File: src/hw/rtl/mspt_pkg.sv
package mspt_pkg;

  localparam int unsigned KindW   = 3;
  localparam int unsigned StreamW = 6;
  localparam int unsigned RateW   = 18;
  localparam int unsigned SizeW   = 17;
  localparam int unsigned PosW    = 27;
  localparam int unsigned TicksW  = 10;
  localparam int unsigned FramesW = 15;

  // divider: dividend holds a position (plus rate), divisor holds a limit or the tick rate
  localparam int unsigned DivDW = PosW + 1;
  localparam int unsigned DivVW = PosW;

  localparam int unsigned DefaultStreams = 32;
  localparam int unsigned MaxResults     = 32;
  localparam int unsigned CntW           = $clog2(MaxResults + 1);

  localparam logic [SizeW-1:0]   MaxBufferBytes = SizeW'(65536);
  localparam logic [TicksW-1:0]  TicksReset     = TicksW'(250);
  localparam logic [TicksW-1:0]  TicksMax       = TicksW'(1000);
  localparam logic [FramesW-1:0] FramesMax      = '1;

  typedef enum logic [KindW-1:0] {
    KindPrepare = 3'd0,
    KindStart   = 3'd1,
    KindStop    = 3'd2,
    KindTick    = 3'd3,
    KindQuery   = 3'd4
  } kind_e;

  typedef struct packed {
    logic [RateW-1:0] rate;
    logic [SizeW-1:0] buf_size;
    logic [SizeW-1:0] per_size;
    logic [PosW-1:0]  ppos;
    logic [PosW-1:0]  bpos;
  } entry_t;

  typedef struct packed {
    logic             start;
    logic [DivDW-1:0] dividend;
    logic [DivVW-1:0] divisor;
  } div_req_t;

  typedef struct packed {
    logic             done;
    logic [DivDW-1:0] quotient;
    logic [DivVW-1:0] remainder;
  } div_rsp_t;

  function automatic logic [TicksW-1:0] eff_ticks(input logic [TicksW-1:0] t);
    logic [TicksW-1:0] r;
    r = t;
    if (t == '0) begin
      r = TicksW'(1);
    end else if (t > TicksMax) begin
      r = TicksMax;
    end
    return r;
  endfunction

  function automatic logic [SizeW-1:0] clamp_size(input logic [SizeW-1:0] v);
    return (v > MaxBufferBytes) ? MaxBufferBytes : v;
  endfunction

endpackage

File: src/hw/rtl/mspt_stream_mem.sv
module mspt_stream_mem #(
  parameter int unsigned STREAMS = mspt_pkg::DefaultStreams,
  parameter int unsigned IdxW    = (STREAMS > 1) ? $clog2(STREAMS) : 1
) (
  input  logic             clk_i,
  input  logic             rst_ni,
  input  logic             rd_en_i,
  input  logic [IdxW-1:0]  rd_addr_i,
  output mspt_pkg::entry_t rd_data_o,
  input  logic             wr_en_i,
  input  logic [IdxW-1:0]  wr_addr_i,
  input  mspt_pkg::entry_t wr_data_i
);
  import mspt_pkg::*;

  entry_t               mem_q [STREAMS];
  logic [STREAMS-1:0]   vld_q;
  entry_t               rd_q;
  logic                 rd_vld_q;

  // an entry never written reads as all zero
  always_ff @(posedge clk_i or negedge rst_ni) begin
    if (!rst_ni) begin
      vld_q    <= '0;
      rd_vld_q <= 1'b0;
    end else begin
      if (wr_en_i) begin
        vld_q[wr_addr_i] <= 1'b1;
      end
      if (rd_en_i) begin
        rd_vld_q <= vld_q[rd_addr_i];
      end
    end
  end

  always_ff @(posedge clk_i) begin
    if (wr_en_i) begin
      mem_q[wr_addr_i] <= wr_data_i;
    end
    if (rd_en_i) begin
      rd_q <= mem_q[rd_addr_i];
    end
  end

  assign rd_data_o = rd_vld_q ? rd_q : '0;

endmodule

File: config.mk
export PLATFORM = sky130hd
export DESIGN_NAME = mspt_stream_mem
export DESIGN_NICKNAME = d
export VERILOG_FILES = /design/src/hw/rtl/mspt_pkg.sv /design/src/hw/rtl/mspt_stream_mem.sv
export SDC_FILE = /design/constraint.sdc
export NUM_CORES = 2
export LEC_CHECK = 0
export ABC_CLOCK_PERIOD_IN_PS = 4260
export BUFFER_PORTS_ARGS = -buffer_cell sky130_fd_sc_hd__buf_2
export CORE_MARGIN = 2
export CORE_UTILIZATION = 66
export CTS_BUF_LIST = sky130_fd_sc_hd__clkbuf_16
export DETAILED_ROUTE_END_ITERATION = 10
export PLACE_DENSITY = 0.83
export SYNTH_ARGS = -nofsm -noshare
export SYNTH_HDL_FRONTEND = slang
export SYNTH_SLANG_ARGS = --single-unit
File: constraint.sdc
create_clock -name clk_i -period 4.26 [get_ports clk_i]
set_input_delay 0.639 -clock clk_i [delete_from_list [all_inputs] [get_ports clk_i]]
set_output_delay 0.639 -clock clk_i [all_outputs]
set_load 0.05 [all_outputs]
==> impl_metrics.ini <==
[cts]
clock_insertion_delay_worst_skew_ps = 1010
cts_tree = yes
cts_resized = 0
worst_setup_hold_path_clk_slew_ps = 70
ctsRootBufferMaster = sky130_fd_sc_hd__clkbuf_16
htree_levels = 5
clock_path_buffers = 4
cts.repair_timing.setup_buffer_count = 0
ctsHoldBuffers = 1
clock_tree_sinks = 3531
tritoncts.num_buffers = 348

[global_route]
gr_met1_demand_resource_pct = 51.76
grt_total_ovfl = 0
gr-usage-all-layers_pct = 39.86
first_global_vias = 71040
met3_track_usage_gr_pct = 9.168
globalRouteMet2Util_pct = 62.26
maximum_number_of_pins_on_one_net_before_global_route_repair = 85
globalRoute.busiestLayer = met2
grt_pass1_wl_um = 560600
antenna_violations_before_repair = 47

[placed_design]
port-buffer-count = 225
place_congestion = 0.7649
dpl.hpwl_um = 176300
dp_worst_setup_slack_ps = 921.5

[sta]
final.setup_skew_ps = 81.85
setup_viol = 0
layout_worst_path_cycle_share_pct = 92.82
rsz0062_at_grt = no
post_route_minimum_period_ps = 3954
finalSetupTns_ps = 0
finalHoldViolCount = 0
max_freq_mhz = 252.9
timing_max_transition_violations_final = 0
final_critical_path_setup_slack_ps = 306.1
slew_hr_pct = 27.19
tightest_slew_ps = 1092

[detailed_routing]
avgRoutedWirePerCell_um = 45.48
post_drt_antenna_nets = 0
detailroute.via_count = 69110
route.final.wire_length_um = 403000
drt_iter0_drc = 13430
drc = 0
detail_route.first_pass.iterations = 5
vias_per_cell = 7.799

[setup_path]
worst_path_max_delay_cell = sky130_fd_sc_hd__dfrtp_4
r2r_setup_slack_ps = 2010
path_max_fanout = 60
rr_worst_depth = 4
crit_required_ps = 3620
worstSetupEndpoint = rd_data_o[4]
critPathKind = register to output port
cp.arrival_ps = 3310
timing.rr.start = rd_vld_q
r2r_end = rd_vld_q
critical_path.startpoint = rd_vld_q
timing.critical_path.cells = buf_4 -> and2_1 -> buf_2
worst_setup_path_start_kind = register
cp-end-kind = output port
cpPeakStageDelay_ps = 1140

[power_and_ir_drop]
switching_share_pct = 22.67
switching_power_mw = 16.82
power.static_leakage_nw = 48.49
power.share.sequential_pct = 52.8
clock_power_share_pct = 41.4
power_density_relative_to_cell_area_mw_per_mm2 = 490.3
vdd_drop_max_v = 0.0005284
intPower_mw = 57.39
combinationalPowerShare_pct = 5.8

[yosys]
seq_area_frac_synth_pct = 79.17
mappedNetlistArea_mm2 = 0.1337
synth-seq-cells = 3531
number_of_warning_messages_in_the_yosys_log = 0
postSynthCellCount = 5370
postSynthAreaPerCell_um2 = 24.90
netlist-cell-type-count = 33
postSynthNetCount = 5490

[cells_and_area]
mostFrequentLayoutCells = sky130_fd_sc_hd__edfxtp_1 (3,498), sky130_fd_sc_hd__mux4_2 (954), sky130_fd_sc_hd__clkbuf_16 (353)
mostFrequentLayoutCell = sky130_fd_sc_hd__edfxtp_1
nFillCells = 9085
post_route_cells_drive_above_1_share_pct = 32.46
area_growth_syn_to_layout_pct = 13.18
nets = 6018

[die]
fp.dieH_um = 454.1
die_area_mm2 = 0.2062
coreArea_mm2 = 0.2017
core.rowCount = 165
io_pins = 226
die_x_extent_um = 454.1
initial_utilization_pct = 66.30

[status]
outcome = finished clean

[flow_run]
max-cap-violations = 0

[hold_path]
class_of_the_most_critical_hold_timing_path = input pin to register
## stage by stage
stage | power [mW] | util, % | hold slack (ps) | std cells | area [um2]
2_1_floorplan | 42.19 | - | 343.4 | 5370 | 133800
3_3_place_gp | 43.59 | 69.62 | 445.8 | 8219 | 140400
3_5_place_dp | 43.83 | 69.62 | 457.2 | 8219 | 140400
4_1_cts | 74.06 | 74.98 | 81.19 | 8818 | 151200
5_1_grt | 75.37 | 75.02 | 138.4 | 8847 | 151300
6_report | 74.21 | 75.04 | 126.8 | 8861 | 151300
## worst max-delay path, delay by kind of cell, from the launching register on
kind	cells	cell delay [ps]
flip-flops	1	1140
buffers and inverters	2	840
AND/OR/NAND/NOR	1	310
## synthesized netlist by cell type, drive strengths merged
cell | n | share of area, %
nand3 | 2 | 0.0075
nand2b | 4 | 0.019
or2 | 35 | 0.16
dfrtp | 33 | 0.62
o22a | 53 | 0.35
buf | 141 | 0.57
and2 | 106 | 0.50
a211oi | 1 | 0.0056
mux2i | 227 | 1.7
nand2 | 6 | 0.017
nand3b | 5 | 0.028
a2111oi | 1 | 0.0066
a31o | 3 | 0.020
or3 | 1 | 0.0047
edfxtp | 3498 | 79
nor3b | 2 | 0.011
inv | 1 | 0.0028
mux2 | 51 | 0.43
mux4 | 954 | 16
a211o | 4 | 0.026
nor2 | 33 | 0.093
nor2b | 5 | 0.023
o22ai | 3 | 0.014
nor3 | 1 | 0.0037
o32ai | 1 | 0.0066
a21oi | 1 | 0.0037
or3b | 3 | 0.020
clkbuf | 142 | 0.41
o221ai | 53 | 0.35
## how the worst min path moves through the flow
stage,from,end,cells after the start
2_1_floorplan,rst_ni,rd_vld_q,0
3_3_place_gp,vld_q[7],vld_q[7],1
3_5_place_dp,vld_q[2],vld_q[2],1
4_1_cts,wr_data_i[0],mem_q[28][0],1
5_1_grt,wr_data_i[100],mem_q[29][100],1
6_report,wr_data_i[104],mem_q[13][104],1
## per-layer routing
metal  vias up  wire length [um]
met1     35280            121500
met5         -               121
met3      1702             57010
met2      7815            195200
met4        18             29240
li1      24300                 -
## area by class of cell
cell class                      count  area, um2  area share, %
Tap cell                         2672       3343          2.209
Multi-Input combinational cell   1555      26810          17.71
Clock buffer                      353       8833          5.836
Timing Repair Buffer              461       4403          2.909
Sequential cell                  3531     105900          69.95
Inverter                            1      3.754       0.002480
Clock inverter                    245       1977          1.306
Antenna cell                       43      107.6        0.07110
## power by group through the flow
stage	sequential [mW]	clock (mW)	combinational, mW
2_1_floorplan	39.6	0	2.54
3_3_place_gp	39.7	0	3.85
3_5_place_dp	39.8	0	4.02
4_1_cts	39.1	30.7	4.25
5_1_grt	39.1	31.8	4.41
6_report	39.2	30.7	4.31
## sequential cells by signal, summed over array words and instances (netlist names)
signal,cells
mem_q,3392
rd_q,106
rd_vld_q,1
vld_q,32
## kinds of logic after synthesis
kind of cell	count (synthesis)	synth area share (%)
DFF	3531	79.17
muxes	1232	18.20
buffers and inverters	284	0.9768
and+or+nand+nor	203	0.8860
AOI/OAI and AO/OA	120	0.7766
(Power assumes the default switching activity.)
