## config.mk

```make
export PLATFORM = sky130hd
export DESIGN_NAME = mspt_divider
export DESIGN_NICKNAME = d
export VERILOG_FILES = /design/src/hw/rtl/mspt_pkg.sv /design/src/hw/rtl/mspt_divider.sv
export SDC_FILE = /design/constraint.sdc
export NUM_CORES = 1
export LEC_CHECK = 0
export ABC_CLOCK_PERIOD_IN_PS = 3300
export BUFFER_PORTS_ARGS = -buffer_cell sky130_fd_sc_hd__buf_2
export CAP_MARGIN = 20
export CELL_PAD_IN_SITES_DETAIL_PLACEMENT = 1
export CELL_PAD_IN_SITES_GLOBAL_PLACEMENT = 1
export CORE_MARGIN = 10
export CORE_UTILIZATION = 42
export CTS_CLUSTER_SIZE = 12
export DETAILED_ROUTE_END_ITERATION = 7
export PLACE_DENSITY = 0.83
export SLEW_MARGIN = 0
export SYNTH_ARGS = -nofsm -noshare
export SYNTH_HDL_FRONTEND = slang
export SYNTH_SLANG_ARGS = --single-unit
```

## constraint.sdc

```tcl
create_clock -name clk_i -period 3.3 [get_ports clk_i]
set_input_delay 0.33 -clock clk_i [delete_from_list [all_inputs] [get_ports clk_i]]
set_output_delay 0.33 -clock clk_i [all_outputs]
set_load 0.01 [all_outputs]
```

## src/hw/rtl/mspt_pkg.sv

```systemverilog
package mspt_pkg;

  localparam int unsigned KindW   = 3;
  localparam int unsigned StreamW = 6;
  localparam int unsigned RateW   = 18;
  localparam int unsigned SizeW   = 17;
  localparam int unsigned PosW    = 27;
  localparam int unsigned TicksW  = 10;
  localparam int unsigned FramesW = 15;

  // divider: dividend holds a position (plus rate), divisor holds a limit or the tick rate
  localparam int unsigned DivDW = PosW + 1;
  localparam int unsigned DivVW = PosW;

  localparam int unsigned DefaultStreams = 32;
  localparam int unsigned MaxResults     = 32;
  localparam int unsigned CntW           = $clog2(MaxResults + 1);

  localparam logic [SizeW-1:0]   MaxBufferBytes = SizeW'(65536);
  localparam logic [TicksW-1:0]  TicksReset     = TicksW'(250);
  localparam logic [TicksW-1:0]  TicksMax       = TicksW'(1000);
  localparam logic [FramesW-1:0] FramesMax      = '1;

  typedef enum logic [KindW-1:0] {
    KindPrepare = 3'd0,
    KindStart   = 3'd1,
    KindStop    = 3'd2,
    KindTick    = 3'd3,
    KindQuery   = 3'd4
  } kind_e;

  typedef struct packed {
    logic [RateW-1:0] rate;
    logic [SizeW-1:0] buf_size;
    logic [SizeW-1:0] per_size;
    logic [PosW-1:0]  ppos;
    logic [PosW-1:0]  bpos;
  } entry_t;

  typedef struct packed {
    logic             start;
    logic [DivDW-1:0] dividend;
    logic [DivVW-1:0] divisor;
  } div_req_t;

  typedef struct packed {
    logic             done;
    logic [DivDW-1:0] quotient;
    logic [DivVW-1:0] remainder;
  } div_rsp_t;

  function automatic logic [TicksW-1:0] eff_ticks(input logic [TicksW-1:0] t);
    logic [TicksW-1:0] r;
    r = t;
    if (t == '0) begin
      r = TicksW'(1);
    end else if (t > TicksMax) begin
      r = TicksMax;
    end
    return r;
  endfunction

  function automatic logic [SizeW-1:0] clamp_size(input logic [SizeW-1:0] v);
    return (v > MaxBufferBytes) ? MaxBufferBytes : v;
  endfunction

endpackage

```

## src/hw/rtl/mspt_divider.sv

```systemverilog
module mspt_divider (
  input  logic               clk_i,
  input  logic               rst_ni,
  input  mspt_pkg::div_req_t req_i,
  output mspt_pkg::div_rsp_t rsp_o
);
  import mspt_pkg::*;

  localparam int unsigned StepW = $clog2(DivDW);

  logic             busy_q, busy_d;
  logic             done_q, done_d;
  logic [StepW-1:0] step_q, step_d;
  logic [DivVW-1:0] rem_q, rem_d;
  logic [DivVW-1:0] dvs_q, dvs_d;
  logic [DivDW-1:0] quo_q, quo_d;
  logic [DivVW:0]   shifted;
  logic             ge;

  // restoring division, one quotient bit per cycle
  always_comb begin
    shifted = {rem_q, quo_q[DivDW-1]};
    ge      = shifted >= {1'b0, dvs_q};
    busy_d  = busy_q;
    done_d  = 1'b0;
    step_d  = step_q;
    rem_d   = rem_q;
    dvs_d   = dvs_q;
    quo_d   = quo_q;
    if (req_i.start) begin
      busy_d = 1'b1;
      step_d = '0;
      rem_d  = '0;
      quo_d  = req_i.dividend;
      dvs_d  = req_i.divisor;
    end else if (busy_q) begin
      rem_d  = ge ? DivVW'(shifted - {1'b0, dvs_q}) : shifted[DivVW-1:0];
      quo_d  = {quo_q[DivDW-2:0], ge};
      step_d = step_q + StepW'(1);
      if (step_q == StepW'(DivDW - 1)) begin
        busy_d = 1'b0;
        done_d = 1'b1;
      end
    end
  end

  always_ff @(posedge clk_i or negedge rst_ni) begin
    if (!rst_ni) begin
      busy_q <= 1'b0;
      done_q <= 1'b0;
      step_q <= '0;
    end else begin
      busy_q <= busy_d;
      done_q <= done_d;
      step_q <= step_d;
    end
  end

  always_ff @(posedge clk_i) begin
    rem_q <= rem_d;
    dvs_q <= dvs_d;
    quo_q <= quo_d;
  end

  assign rsp_o.done      = done_q;
  assign rsp_o.quotient  = quo_q;
  assign rsp_o.remainder = rem_q;

endmodule

```

==> impl_results.md, run 1 <==
- Antenna Nets Post-Route: 0
- Critical Path Source Type: flop
- I/O pin count: 114
- Area of the die: 16800 um^2
- Detailed-route wire length per cell: slightly below 20 um
- Worst IR Drop VDD: 0.281 mV
- Buffer depth of the longest clock path: 2
- Avg Cell Area, Syn: slightly above 10 um^2
- Remaining routing DRC violations: 0
- Die boundary width: 130 um
- Floorplan Core Area: roughly 12000 um^2
- Worst-case hold slack: 0.146 ns
- Count of standard-cell rows: 39
- IO Port Bufs: 113
- Flip-flop and latch count after synthesis: 89
- Vertical extent of the die: ~130 um
- Library cells used by synthesis: 60
- Number of clock sinks seen by CTS: a little under 90
- Setup TNS: 0 ns
- EDFF count, synth: 55
- Most frequent cells after synthesis: 58 x nand2_1, 55 x edfxtp_1, 47 x nor2_1
- H-tree depth: 3
- Number of antenna violations at the first check in global routing: 0
- Hold/Removal Path Class: in -> reg
- Top_reg_cell synth: edfxtp_1
- Data arrival time of the critical path: between 3 and 4 ns
- Ys async rst share: 7.87%
- CTS tree: yes
- Leakage component of the power: 2.77 nW
- Min Clock Period, post-route: 3.07 ns
- Gr busiest metal: met2
- Clock insertion delay at the later pin of the skew report: 0.36 ns
- Final hold viol count: 0
- Required time reported for the critical path endpoint: 3.55 ns
- Total CTS buffers: 9
- Setup Skew: 0.00832 ns
- Area share of the largest cell type after synthesis: 32.8%
- Maximum frequency from static timing analysis: 325 MHz
- Met3 track demand over resource in global routing: between 4 and 5%
- Number of nets in the layout: 698
- Overall track demand over capacity in global routing: 18.2%
- CP endpoint kind: flop
- CP delay by family, top: simple AND/OR/NAND/NOR gates
- Final setup violation count: 0
- Synthesized cell area: 5040 um^2
- Pwr per Cell Area: 786 nW/um^2
- First-pass GRT wire length: ~24 mm
- Result of the run: complete, no violations
- Max-slew violations: 0
- Number of synthesis warnings: 0
- Count of fill cells added during filler insertion: 1328
- Cell type contributing the most total cell area after synthesis: edfxtp_1
- Highest fanout seen on the critical path: 15
- Starting DRC count in detailed routing: 275
- Starting density of the core: 43.6%
- Most used standard cell by instance count after synthesis: nand2_1
- Worst-Margin Slew: 0.813 ns
- Post-Synthesis Cells: approximately 500
- Vias per cell: 5.59
- Routed wire length: between 10 and 15 mm
- Layout overhead on the synthesized area: 20.5%
- Fraction of layout cells with a size suffix above 1: 28.2%
- Clock Pin Slew Worst Setup and Hold Paths: about 0.070 ns
- Number of buffers and inverters on the critical path: 1
- Met2 Resource Use GR: 32.5%
- Final worst-path cycle share: 93.2%
- Slew margin rel.: 45.8%
- Share of the yosys chip area belonging to registers: 47.0%
- Pin count of the biggest net entering global routing: 50
- Met1 routing resource usage after global routing: 20.5%
- Worst path slowest cell: or4_1
- Routability cong.: 0.862
- RSZ-0062 raised after global routing: no
- Length of the first detailed-routing pass in iterations: 6
- Total number of vias: approximately 4200
- Half-perimeter wire length after placement: 11.1 mm
- Stage delay of the slowest cell on the critical path: 0.52 ns
- Post-Synthesis Net Count: 586
- Path type of the worst setup path: reg -> reg
- Root Buffer Master: clkbuf_16
- Number of global-route vias before repair: between 4000 and 5000
- Top post-synthesis cells by area: edfxtp_1 33%, dfxtp_1 11%, ha_1 7.0%
- Grt ovf: 0
- Worst path cell trace: ha_1 -> nand2_1 -> or4_1 -> nor4_1 -> a21oi_1 -> o21ai_2 -> a21oi_2 -> buf_12 -> or3_1 -> a311oi_1
- ANT cells: 0
- Max-capacitance violation count: 0
## final timing paths
| check | from | endpoint | slack [ns] | depth (start not counted) |
|---|---|---|---|---|
| worst max-delay path | rem_q[20] | rem_q[16] | 0.23 | 10 |
| worst max register to register | rem_q[20] | rem_q[16] | 0.23 | 10 |
| min in group asynchronous | rst_ni | done_q | 0.33 | 2 |
| worst min-delay path | req_i[7] | dvs_q[7] | 0.15 | 1 |
| worst min register to register | rem_q[4] | rem_q[4] | 0.52 | 2 |
| max in group asynchronous | rst_ni | step_q[3] | 2.81 | 2 |
## timing repair
item | CTS | global route
setup buffers | 0 | 0
hold buffers | 1 | 0
endpoints found under the setup margin | 0 | 23
gates resized for setup | 0 | 3
hold endpoints to repair | 7 | 0
## kinds of logic after synthesis
logic type / synth area share [%]
simple gates: 13.6
compound gates: 16.5
flops: 47.0
buf+inv: 5.12
mux: 7.48
fa+ha+maj: 7.35
xor+xnor: 2.96
## cells in the final DEF (no fill, tap or decap), types with 3 or more instances in the layout
cell type,n
a211oi_1,4
a21o_1,10
a21oi_1,21
a311oi_1,23
a31oi_1,3
and3_1,6
buf_2,112
buf_4,8
clkbuf_16,9
dfrtp_1,7
dfxtp_1,27
edfxtp_1,55
ha_1,28
inv_1,41
mux2_2,29
mux2i_1,5
nand2_1,58
nand3_1,9
nand4_1,3
nor2_1,47
nor2b_1,5
nor3_1,6
nor4_1,3
o211ai_1,3
o21a_1,10
o21ai_0,11
o21ai_1,6
o31ai_1,3
or3_1,6
xnor2_1,7
xor2_1,10
## metal layers
| layer | up-vias | routed length [um] |
|---|---|---|
| met1 | 2101 | 6090 |
| met5 | - | 0 |
| met3 | 20 | 643 |
| li1 | 2050 | - |
| met4 | 0 | 289 |
| met2 | 73 | 7790 |
## cell type report
| class | count | area (um^2) | area share (%) |
|---|---|---|---|
| Timing Repair Buffer | 123 | 671 | 11.0 |
| Clock buffer | 9 | 225 | 3.71 |
| Sequential cell | 89 | 2370 | 39.0 |
| Tap cell | 143 | 179 | 2.95 |
| Inverter | 41 | 154 | 2.53 |
| Multi-Input combinational cell | 347 | 2420 | 39.9 |
| Clock inverter | 7 | 53.8 | 0.886 |
## report_power, final
part	total (mW)	switching [mW]	internal [mW]
combinational	2.18	1.26	0.921
sequential	1.60	0.197	1.40
clock	0.992	0.473	0.519
total	4.77	1.93	2.84
## flip-flops by register name (all words and copies together), names as in the netlist
register  cells
quo_q        28
rem_q        27
busy_q        1
done_q        1
step_q        5
dvs_q        27
## per-stage QoR
step	std cells	instance area (um^2)	total power, mW	setup WS [ns]	utilization (%)
5_1_grt	759	6070	5.10	0.0258	52.5
2_1_floorplan	499	5040	3.02	0.445	-
3_5_place_dp	742	5770	3.76	0.0488	49.9
4_1_cts	759	6060	4.78	0.00115	52.4
6_report	759	6070	4.77	0.226	52.5
3_3_place_gp	742	5770	3.66	0.269	49.9
(Power assumes the default switching activity.)
==> run 2: changes to the inputs <==
- CORE_UTILIZATION: 42 -> 40
- PLACE_DENSITY: 0.83 -> 0.79
==> impl_results.md, run 2 (synthesized netlist as in run 1, its figures left out) <==
- Result of the run: complete, no violations
- Clock Pin Slew Worst Setup and Hold Paths: 0.07 ns
- Starting DRC count in detailed routing: between 200 and 250
- Remaining routing DRC violations: 0
- Critical Path Source Type: flop
- Number of clock sinks seen by CTS: 89
- Clock insertion delay at the later pin of the skew report: 0.36 ns
- Worst IR Drop VDD: 0.414 mV
- Total number of vias: roughly 4200
- Detailed-route wire length per cell: 18.5 um
- Final hold viol count: 0
- Count of standard-cell rows: 40
- Max-slew violations: 0
- Worst slack at placement: 0.172 ns
- Most used cells in the layout excluding fill and tap cells: 112 x buf_2, 58 x nand2_1, 55 x edfxtp_1
- RSZ-0062 raised after global routing: no
- Root Buffer Master: clkbuf_16
- Vertical extent of the die: 132 um
- Overall track demand over capacity in global routing: 16.5%
- Leakage component of the power: 2.79 nW
- Slew margin rel.: 43.1%
- Required time reported for the critical path endpoint: 3.56 ns
- Top flop regs: quo_q: 28 flops, dvs_q: 27 flops, rem_q: 27 flops
- Number of global-route vias before repair: around 4500
- H-tree depth: 3
- Pin count of the biggest net entering global routing: 48
- Min Clock Period, post-route: 3.08 ns
- Setup TNS: 0 ns
- Final setup violation count: 0
- Setup Skew: 0.00974 ns
- Antenna Nets Post-Route: 0
- Layout overhead on the synthesized area: 21.9%
- First-pass GRT wire length: 23.5 mm
- Routed wire length: 14.5 mm
- CTS tree: yes
- Area of the die: 17500 um^2
- Reg-to-reg setup timing slack: 0.22 ns
- Worst-Margin Slew: 0.854 ns
- Register with the most flip-flops: quo_q
- Hold/Removal Path Class: in -> reg
- Vias per cell: 5.32
- Design Power: 4.78 mW
- Number of setup buffers added after CTS: 0
- Floorplan Core Area: 12200 um^2
- ANT cells: 0
- Maximum frequency from static timing analysis: 325 MHz
- Total CTS buffers: 9
- I/O pin count: ~110
- Commonest non-fill, non-tap cell in the layout: buf_2
- Data arrival time of the critical path: 3.34 ns
- Die boundary width: 132 um
- Worst-case hold slack: 0.142 ns
- Number of nets in the layout: 700
- Path type of the worst setup path: reg -> reg
- Max-capacitance violation count: 0
- Smallest setup slack after layout: ~0.22 ns
- Starting density of the core: 41.4%
- Placed instance count: 769
- Grt ovf: 0
- Buffer depth of the longest clock path: 2
- Length of the first detailed-routing pass in iterations: 4
- Number of antenna violations at the first check in global routing: 0
- Highest fanout seen on the critical path: 16
- Routability cong.: 0.840
- CP endpoint kind: flop
- Final worst-path cycle share: 93.4%
- Pwr per Cell Area: approximately 780 nW/um^2
- Fraction of layout cells with a size suffix above 1: 28.6%
- Post-layout instance count excluding filler cells: 786
- IO Port Bufs: 113
- Half-perimeter wire length after placement: 11.0 mm
- Max reg flops: 28
==> run 2: cell count changes in the layout (fill, tap and decap cells not counted), sizes merged <==
cell / delta
buf: +2
inv: +2
clkinvlp: +1
clkinv: -3
==> run 2: per-stage QoR <==
step | area, um^2 | utilization, %
after floorplan | 5040 | -
after global placement | 5830 | 48.0
after detailed placement | 5830 | 48.0
after CTS | 6130 | 50.4
after global routing | 6140 | 50.5
final | 6140 | 50.5
==> run 2: critical path, stage by stage, from the launching register on <==
cell and delay, ns:
edfxtp_1 0.40, inv_1 0.06, ha_1 0.23, fa_1 0.45, nor2b_4 0.14, o31a_1 0.19
o21a_1 0.21, o21ai_1 0.12, a31oi_2 0.21, a21oi_2 0.14, buf_12 0.17, or3_1 0.38
a311oi_1 0.28
==> run 2: worst paths after layout <==
| path | end | cells after the start | from |
|---|---|---|---|
| max | rem_q[16] | 12 | quo_q[27] |
| min | dvs_q[11] | 1 | req_i[11] |
| max reg2reg | rem_q[16] | 12 | quo_q[27] |
| min reg2reg | rem_q[15] | 2 | rem_q[14] |
| max in group asynchronous | step_q[3] | 2 | rst_ni |
| min in group asynchronous | step_q[1] | 2 | rst_ni |
==> run 2: what timing repair did <==
item                                    4_1_cts  5_1_grt
resized for setup                             0        2
hold buffers                                  1        0
endpoints found under the hold margin         7        0
endpoints found under the setup margin        0       12
==> run 2: area by class of cell <==
class / instances / area (um^2)
fillers: 1401 / 6020
flip-flops and latches: 89 / 2370
repair buffers: 125 / 698
multi-input cells: 347 / 2420
well taps: 168 / 210
clock inverters: 7 / 58.8
inverters: 41 / 154
clock buffers: 9 / 225
==> run 2: per-layer routing <==
layer  GRT usage (%)  vias to the layer above  routed length, um
met2            29.2                       80               7510
li1                -                     2043                  -
met3            5.03                       18                669
met5               0                        -                  0
met1            18.8                     2043               6170
met4            4.22                        0                165
==> run 2: power by group <==
group / switching (mW) / internal, mW
Sequential: 0.192 / 1.40
Clock: 0.479 / 0.525
Combinational: 1.25 / 0.932
Total: 1.92 / 2.86
